$ cat config.mk
export PLATFORM = sky130hd
export DESIGN_NAME = canonical_kmer_context_extractor
export DESIGN_NICKNAME = d
export VERILOG_FILES = /design/src/hw/rtl/ckce_pkg.sv /design/src/hw/rtl/canonical_kmer_context_extractor.sv
export VERILOG_INCLUDE_DIRS = /design/src /design/src/hw/rtl
export SDC_FILE = /design/constraint.sdc
export NUM_CORES = 1
export LEC_CHECK = 0
export ABC_CLOCK_PERIOD_IN_PS = 6800
export BUFFER_PORTS_ARGS = -buffer_cell sky130_fd_sc_hd__buf_2
export CAP_MARGIN = 20
export CELL_PAD_IN_SITES_DETAIL_PLACEMENT = 1
export CELL_PAD_IN_SITES_GLOBAL_PLACEMENT = 1
export CORE_UTILIZATION = 35
export CTS_BUF_LIST = sky130_fd_sc_hd__clkbuf_2
export DETAILED_ROUTE_END_ITERATION = 10
export GPL_ROUTABILITY_DRIVEN = 0
export HOLD_SLACK_MARGIN = 0.12
export PLACE_DENSITY_LB_ADDON = 0.1
export SLEW_MARGIN = 20
export SYNTH_ARGS = -nofsm -noshare
export SYNTH_HDL_FRONTEND = slang
export SYNTH_SLANG_ARGS = --single-unit
$ cat constraint.sdc
create_clock -name aclk -period 6.8 [get_ports aclk]
set_input_delay 0.68 -clock aclk [delete_from_list [all_inputs] [get_ports aclk]]
set_output_delay 0.68 -clock aclk [all_outputs]
set_load 0.01 [all_outputs]
$ cat src/hw/rtl/canonical_kmer_context_extractor_macros.svh
// assertion macros for the canonical k-mer context extractor
// used by the top level only; expects aclk and aresetn in scope
`ifndef CANONICAL_KMER_CONTEXT_EXTRACTOR_MACROS_SVH
`define CANONICAL_KMER_CONTEXT_EXTRACTOR_MACROS_SVH

// a condition that must hold at every clock edge out of reset
`define CKCE_ASSERT_ALWAYS(name, expr, msg) \
    name: assert property (@(posedge aclk) disable iff (!aresetn) (expr)) else $error(msg);

// a condition that must hold whenever its trigger holds
`define CKCE_ASSERT_IMPLY(name, trig, expr, msg) \
    name: assert property (@(posedge aclk) disable iff (!aresetn) (trig) |-> (expr)) \
        else $error(msg);

`endif

$ cat src/hw/rtl/ckce_pkg.sv
// shared types and constants of the canonical k-mer context extractor
// no dependencies
`default_nettype none

package ckce_pkg;

    localparam int KMER_W = 42;
    localparam int ID_W   = 32;
    localparam int LEN_W  = 8;
    localparam int CTX_W  = 5;

    localparam logic [CTX_W-1:0] CTX_NONE = 5'd16;

    // one location record
    typedef struct packed {
        logic [KMER_W-1:0] canon_kmer;
        logic [ID_W-1:0]   read_id;
        logic [LEN_W-1:0]  offset;
        logic [LEN_W-1:0]  read_len;
        logic [CTX_W-1:0]  ctx;
        logic              rev;
        logic              last;
    } kmer_rec_t;

    // context of the reverse complement: swap prefix and suffix, complement both
    function automatic logic [CTX_W-1:0] ctx_rc_map(input logic [CTX_W-1:0] ctx);
        logic [CTX_W-1:0] mapped;
        if (ctx[4]) begin
            mapped = CTX_NONE;
        end else begin
            mapped = {1'b0, ~ctx[1:0], ~ctx[3:2]};
        end
        return mapped;
    endfunction

endpackage

`default_nettype wire

$ cat src/hw/rtl/canonical_kmer_context_extractor.sv
// canonical k-mer context extractor, top level
// depends on ckce_pkg and canonical_kmer_context_extractor_macros.svh
//
// Bases of a DNA read enter on the s_ channel, one 2-bit base per transaction,
// with the read id, the read length and a first_base mark. A KMER_LEN-base
// window slides along the read; each full window leaves on the m_ channel as
// one location record carrying the canonical k-mer, offset, read length, the
// reversed flag and a context code. A window goes out when the base after it
// arrives; the read's final base releases up to two records, the second of
// which carries last_of_run high. Reads shorter than KMER_LEN give nothing.
// A record enters the pair stage when its base is accepted and then moves on
// to the output register, which drives m_.
// Throughput: one base per cycle while each base yields at most one record and
// m_ready keeps up; a base that yields two records holds s_ready low while the
// single output register drains the two-record pair stage.
// Reset clears the windows, the read position and every valid flag.
// When the receiver stalls the output register and the pair stage fill and
// s_ready drops; nothing is lost and state advances only on accepted bases.
`default_nettype none

module canonical_kmer_context_extractor #(
    parameter int KMER_LEN = 21
) (
    input  wire logic                        aclk,
    input  wire logic                        aresetn,
    // base stream
    input  wire logic                        s_valid,
    output logic                             s_ready,
    input  wire logic [1:0]                  s_base,
    input  wire logic [ckce_pkg::ID_W-1:0]   s_read_id,
    input  wire logic [ckce_pkg::LEN_W-1:0]  s_read_len,
    input  wire logic                        s_first_base,
    // location records
    output logic                             m_valid,
    input  wire logic                        m_ready,
    output logic [ckce_pkg::KMER_W-1:0]      m_canon_kmer,
    output logic [ckce_pkg::ID_W-1:0]        m_loc_read_id,
    output logic [ckce_pkg::LEN_W-1:0]       m_loc_offset,
    output logic [ckce_pkg::LEN_W-1:0]       m_loc_read_len,
    output logic [ckce_pkg::CTX_W-1:0]       m_context_code,
    output logic                             m_was_reversed,
    output logic                             m_last_of_run
);

    import ckce_pkg::*;

`include "canonical_kmer_context_extractor_macros.svh"

    localparam int WIN_W = 2 * KMER_LEN;
    localparam int EXT_W = (WIN_W > KMER_W) ? WIN_W : KMER_W;
    localparam logic [LEN_W:0] KLEN = (LEN_W + 1)'(KMER_LEN);
    localparam logic [LEN_W-1:0] POS_MAX = {LEN_W{1'b1}};

    // sliding window state
    logic [WIN_W-1:0] fw_reg, fw_next;
    logic [WIN_W-1:0] rc_reg, rc_next;
    logic [1:0]       drop_reg, drop_next;
    logic [LEN_W-1:0] pos_reg, pos_next;

    // pair stage and output register
    kmer_rec_t pa_reg, pa_next;
    kmer_rec_t pb_reg, pb_next;
    logic      pa_vld_reg, pa_vld_next;
    logic      pb_vld_reg, pb_vld_next;
    kmer_rec_t out_reg, out_next;
    logic      out_vld_reg, out_vld_next;

    logic             in_fire;
    logic             out_load;
    logic             pair_free;
    logic [WIN_W-1:0] fw_cur, rc_cur;
    logic [1:0]       drop_cur;
    logic [LEN_W-1:0] p;
    logic [LEN_W:0]   p_ext, p_inc;
    logic             emit_a, emit_b;
    logic [LEN_W-1:0] off_a, off_b;
    logic [CTX_W-1:0] ctx_a;
    kmer_rec_t        rec_a, rec_b;

    // build one record from a window pair
    function automatic kmer_rec_t build_rec(
        input logic [WIN_W-1:0] fw,
        input logic [WIN_W-1:0] rc,
        input logic [ID_W-1:0]  rid,
        input logic [LEN_W-1:0] off,
        input logic [LEN_W-1:0] len,
        input logic [CTX_W-1:0] ctx,
        input logic             last
    );
        kmer_rec_t  r;
        logic       rev;
        logic [EXT_W-1:0] canon_ext;
        rev = (rc < fw);
        canon_ext = EXT_W'(rev ? rc : fw);
        r.canon_kmer = canon_ext[KMER_W-1:0];
        r.read_id    = rid;
        r.offset     = off;
        r.read_len   = len;
        r.ctx        = rev ? ctx_rc_map(ctx) : ctx;
        r.rev        = rev;
        r.last       = last;
        return r;
    endfunction

    // handshake
    assign out_load  = !out_vld_reg || m_ready;
    assign pair_free = !(pa_vld_reg || pb_vld_reg) ||
                       (out_load && (pa_vld_reg ^ pb_vld_reg));
    assign s_ready   = pair_free;
    assign in_fire   = s_valid && s_ready;

    // window as seen by this base, cleared on the first base of a read
    assign fw_cur   = s_first_base ? '0 : fw_reg;
    assign rc_cur   = s_first_base ? '0 : rc_reg;
    assign drop_cur = s_first_base ? 2'd0 : drop_reg;
    assign p        = s_first_base ? '0 : pos_reg;
    assign p_ext    = {1'b0, p};
    assign p_inc    = p_ext + 1'b1;

    // shift the new base in
    assign fw_next   = in_fire ? {fw_cur[WIN_W-3:0], s_base} : fw_reg;
    assign rc_next   = in_fire ? {~s_base, rc_cur[WIN_W-1:2]} : rc_reg;
    assign drop_next = in_fire ? fw_cur[WIN_W-1 -: 2] : drop_reg;
    assign pos_next  = in_fire ? ((p == POS_MAX) ? POS_MAX : p_inc[LEN_W-1:0]) : pos_reg;

    // record of the window before this base, and of the read's final window
    assign emit_a = (p_ext >= KLEN) && (p < s_read_len);
    assign emit_b = (p_inc == {1'b0, s_read_len}) && (p_inc >= KLEN);
    assign off_a  = LEN_W'(p_ext - KLEN);
    assign off_b  = LEN_W'({1'b0, s_read_len} - KLEN);
    assign ctx_a  = (off_a == '0) ? CTX_NONE : {1'b0, drop_cur, s_base};

    always_comb begin
        rec_a = build_rec(fw_cur, rc_cur, s_read_id, off_a, s_read_len, ctx_a, !emit_b);
        rec_b = build_rec({fw_cur[WIN_W-3:0], s_base}, {~s_base, rc_cur[WIN_W-1:2]},
                          s_read_id, off_b, s_read_len, CTX_NONE, 1'b1);
    end

    // pair stage: load on accept, pop a first then b into the output register
    always_comb begin
        pa_next      = pa_reg;
        pb_next      = pb_reg;
        pa_vld_next  = pa_vld_reg;
        pb_vld_next  = pb_vld_reg;
        out_next     = out_reg;
        out_vld_next = out_vld_reg;
        if (out_load) begin
            out_vld_next = pa_vld_reg || pb_vld_reg;
            if (pa_vld_reg) begin
                out_next    = pa_reg;
                pa_vld_next = 1'b0;
            end else if (pb_vld_reg) begin
                out_next    = pb_reg;
                pb_vld_next = 1'b0;
            end
        end
        if (in_fire) begin
            pa_next     = rec_a;
            pb_next     = rec_b;
            pa_vld_next = emit_a;
            pb_vld_next = emit_b;
        end
    end

    // state and valid flags
    always_ff @(posedge aclk) begin
        if (!aresetn) begin
            fw_reg      <= '0;
            rc_reg      <= '0;
            drop_reg    <= 2'd0;
            pos_reg     <= '0;
            pa_vld_reg  <= 1'b0;
            pb_vld_reg  <= 1'b0;
            out_vld_reg <= 1'b0;
        end else begin
            fw_reg      <= fw_next;
            rc_reg      <= rc_next;
            drop_reg    <= drop_next;
            pos_reg     <= pos_next;
            pa_vld_reg  <= pa_vld_next;
            pb_vld_reg  <= pb_vld_next;
            out_vld_reg <= out_vld_next;
        end
    end

    // record payloads
    always_ff @(posedge aclk) begin
        pa_reg  <= pa_next;
        pb_reg  <= pb_next;
        out_reg <= out_next;
    end

    assign m_valid        = out_vld_reg;
    assign m_canon_kmer   = out_reg.canon_kmer;
    assign m_loc_read_id  = out_reg.read_id;
    assign m_loc_offset   = out_reg.offset;
    assign m_loc_read_len = out_reg.read_len;
    assign m_context_code = out_reg.ctx;
    assign m_was_reversed = out_reg.rev;
    assign m_last_of_run  = out_reg.last;

    // checks on the pair stage and the records
    `CKCE_ASSERT_IMPLY(a_notlast_has_b, m_valid && !m_last_of_run, pb_vld_reg, "final window lost behind a non-last record")
    `CKCE_ASSERT_IMPLY(a_pair_offsets, pa_vld_reg && pb_vld_reg, pb_reg.offset == pa_reg.offset + 1'b1, "pair windows not adjacent")
    `CKCE_ASSERT_IMPLY(a_ctx_range, m_valid, m_context_code <= CTX_NONE, "context code out of range")

endmodule

`default_nettype wire

==> key figures <==
Drt
  • DRT Wirelength: 38.9 mm
  • DR vias/cell: 4.80
  • Wire length per cell: 17.6 µm
  • Via Count: 10.6k
  • First-iteration detailed-routing DRC count: 425
  • Routed Antenna Nets: 0
  • DRT Pass-1 Iters: 4
  • Remaining DRCs: 0

Setup path
  • Worst endpoint required time: 7.63 ns
  • Crit path launch: s_first_base
  • Reg-to-Reg Start: pa_vld_reg
  • Crit Path Class: input port to flip-flop
  • Setup slack, reg-to-reg: 2.82 ns
  • Worst-path fanout max: 50
  • Worst r2r path cells: 10
  • R2R Path End: rc_reg[20]
  • Crit start category: input port
  • Worst Setup End Kind: flip-flop
  • Crit path DAT: 4.99 ns
  • Worst setup path endpoint: pa_reg[55]

Floorplan
  • Die Width: 215 µm
  • Num rows: 77
  • I/O pins: 146
  • Chip height: 215 µm
  • Core Box Area: 44400 µm²
  • Total die area: 46000 µm²
  • Starting Density: 35.6%

Clock tree
  • Clk pin slew, worst setup/hold paths: 0.10 ns
  • Buffer count from post-CTS setup fixing: 0
  • CTS tree: built
  • CTS max path bufs: 3
  • H-tree depth: 3
  • TritonCTS sink count: 342
  • Clk root buf: clkbuf_2
  • Num CTS Buffers: 94
  • Clk_lat worst skew: 1.07 ns

Synth
  • Distinct cell type count of the synthesized netlist: 63
  • Yosys top cell area share: 46.5%
  • Post-synth top cells: edfxtp_1, nor2_1, a21oi_1
  • EDFF count, synth: 245
  • Synthesized area per cell: 12.1 µm²
  • Netlist area before placement: 15800 µm²
  • Prevailing post-synth register cell: edfxtp_1
  • Synthesis warning total: 0
  • Asr flop ratio synth: 0%
  • Yosys top cell by area: edfxtp_1
  • Count leader, synth: edfxtp_1
  • Synthesized net count: 1451
  • Cell count after synthesis: 1311
  • Top cells by area, synth: edfxtp_1, dfxtp_1, ha_1
  • Sequential fraction of the synthesis area: 58.8%
  • FF+latch count, synth: 342

Power and ir drop
  • Leakage Power: 7.89 nW
  • Worst VDD drop: 0.117 mV
  • Power Dens Cells: 223 nW/µm²

Place
  • Placed Area: 17100 µm²
  • Port Buffers: 145
  • DP HPWL: 24.8 mm

Cells and area
  • Layout area overhead: 16.1%
  • Filler cells: 4906
  • Final net count: 1684
  • Largest register FFs: 91
  • Final instance area: 18400 µm²
  • Layout cells sized above 1: 23.8%

Flow run
  • Max-cap violations: 0

Global route
  • First-pass GRT wire length: 62.8 mm
  • Vias in the first global route: 11.4k
  • Largest net degree at the start of global routing: 84
  • GRT Util Overall: 17.3%
  • Antenna violations before repair: 1
  • Gr ovfl total: 0

Timing
  • RSZ-0062 raised after global routing: false
  • Sum Neg Setup Slack: 0 ns
  • Clock skew: 0.123 ns
  • Max-slew violations: 0
  • Min Tclk post-route: 4.17 ns
  • Max_slew headroom: 33.3%
  • Tcrit/Tclk final: 61.3%
  • Worst slew pin tran: 1.00 ns
  • Fmax: 240 MHz
  • Finish-stage setup viols: 0
  • Final hold violations: 0

Min path
  • Worst Hold Class: input port to flip-flop

Status
  • Status: finished, final reports clean
## through the flow
stage	setup WS, ns	hold WS [ns]	total power, mW	std cells	util (%)
2_1_floorplan	0.289	0.400	2.59	1311	-
3_3_place_gp	1.67	0.400	2.66	1996	38.4
3_5_place_dp	1.60	0.405	2.66	1996	38.4
4_1_cts	2.70	0.200	4.20	2211	41.3
5_1_grt	2.38	0.237	4.33	2212	41.3
6_report	2.63	0.395	4.10	2212	41.3
## power by group
group,internal (mW),switching [mW]
Sequential,2.30,0.0211
Clock,0.598,0.875
Combinational,0.122,0.183
Total,3.02,1.08
## how the worst min path moves through the flow
stage	from	slack, ns	cells past startpoint	endpoint
after floorplan	pb_reg[23]	0.40	0	m_loc_read_id[0]
after detailed placement	pb_reg[35]	0.41	0	m_loc_read_id[12]
after global routing	s_read_id[10]	0.24	2	pb_reg[33]
after global placement	pb_reg[25]	0.40	0	m_loc_read_id[2]
final	s_read_id[10]	0.40	2	pb_reg[33]
after CTS	s_read_id[12]	0.20	2	pb_reg[35]
## cell usage in the layout (no fill, tap or decap), drive strengths merged, types with 12 or more instances in the layout
| cell type | count |
|---|---|
| a21oi | 113 |
| buf | 158 |
| clkbuf | 144 |
| clkinv | 23 |
| dfxtp | 97 |
| dlygate4sd3 | 44 |
| edfxtp | 245 |
| ha | 93 |
| inv | 73 |
| mux2 | 51 |
| mux2i | 85 |
| nand2 | 20 |
| nand2b | 90 |
| nand3 | 12 |
| nand4 | 13 |
| nor2 | 189 |
| nor2b | 16 |
| o21ai | 24 |
| xnor2 | 19 |
## per-layer routing
metal	wire (µm)	up-vias	track usage [%]
met2	18700	210	29.0
met3	1610	56	3.83
met5	0	-	0
met1	17900	5143	21.9
met4	694	0	6.36
li1	-	5209	-
## final cells by class
class	count	area, µm²	share of cell area (%)
Inverter	70	268	1.46
Antenna cell	1	2.50	0.0136
Timing Repair Buffer	202	1260	6.88
Sequential cell	342	9300	50.6
Clock buffer	144	721	3.92
Tap cell	592	741	4.03
Clock inverter	27	130	0.709
Multi-Input combinational cell	834	5940	32.3
## critical path, stage by stage
cell and delay (ns):
buf_2 0.65, buf_4 0.42, nand2b_1 0.33, ha_1 0.32, a211o_1 0.32, nor2_1 0.11, nor3_1 0.07, a2111oi_0 0.67
o221ai_4 0.45, buf_4 0.36, or3b_2 0.46, o21ai_1 0.09
## cell families (layout without fill, tap and decap cells)
group                      after synthesis  after routing  synth area share, %
AOI/OAI and AO/OA                      200            200                 7.74
and+or+nand+nor                        381            381                 11.9
DFF                                    342            342                 58.8
other                                    0              1                    0
adders and majority gates               93             93                 7.36
xor gates and xnor gates                24             24                 1.33
muxes                                  136            136                 9.01
buffers and inverters                  135            443                 3.85
## timing repair
action,4_1_cts,5_1_grt
hold buffers,44,0
gates resized for setup,0,0
endpoints found under the hold margin,69,0
No activity file was read; power rests on OpenSTA's default activity.
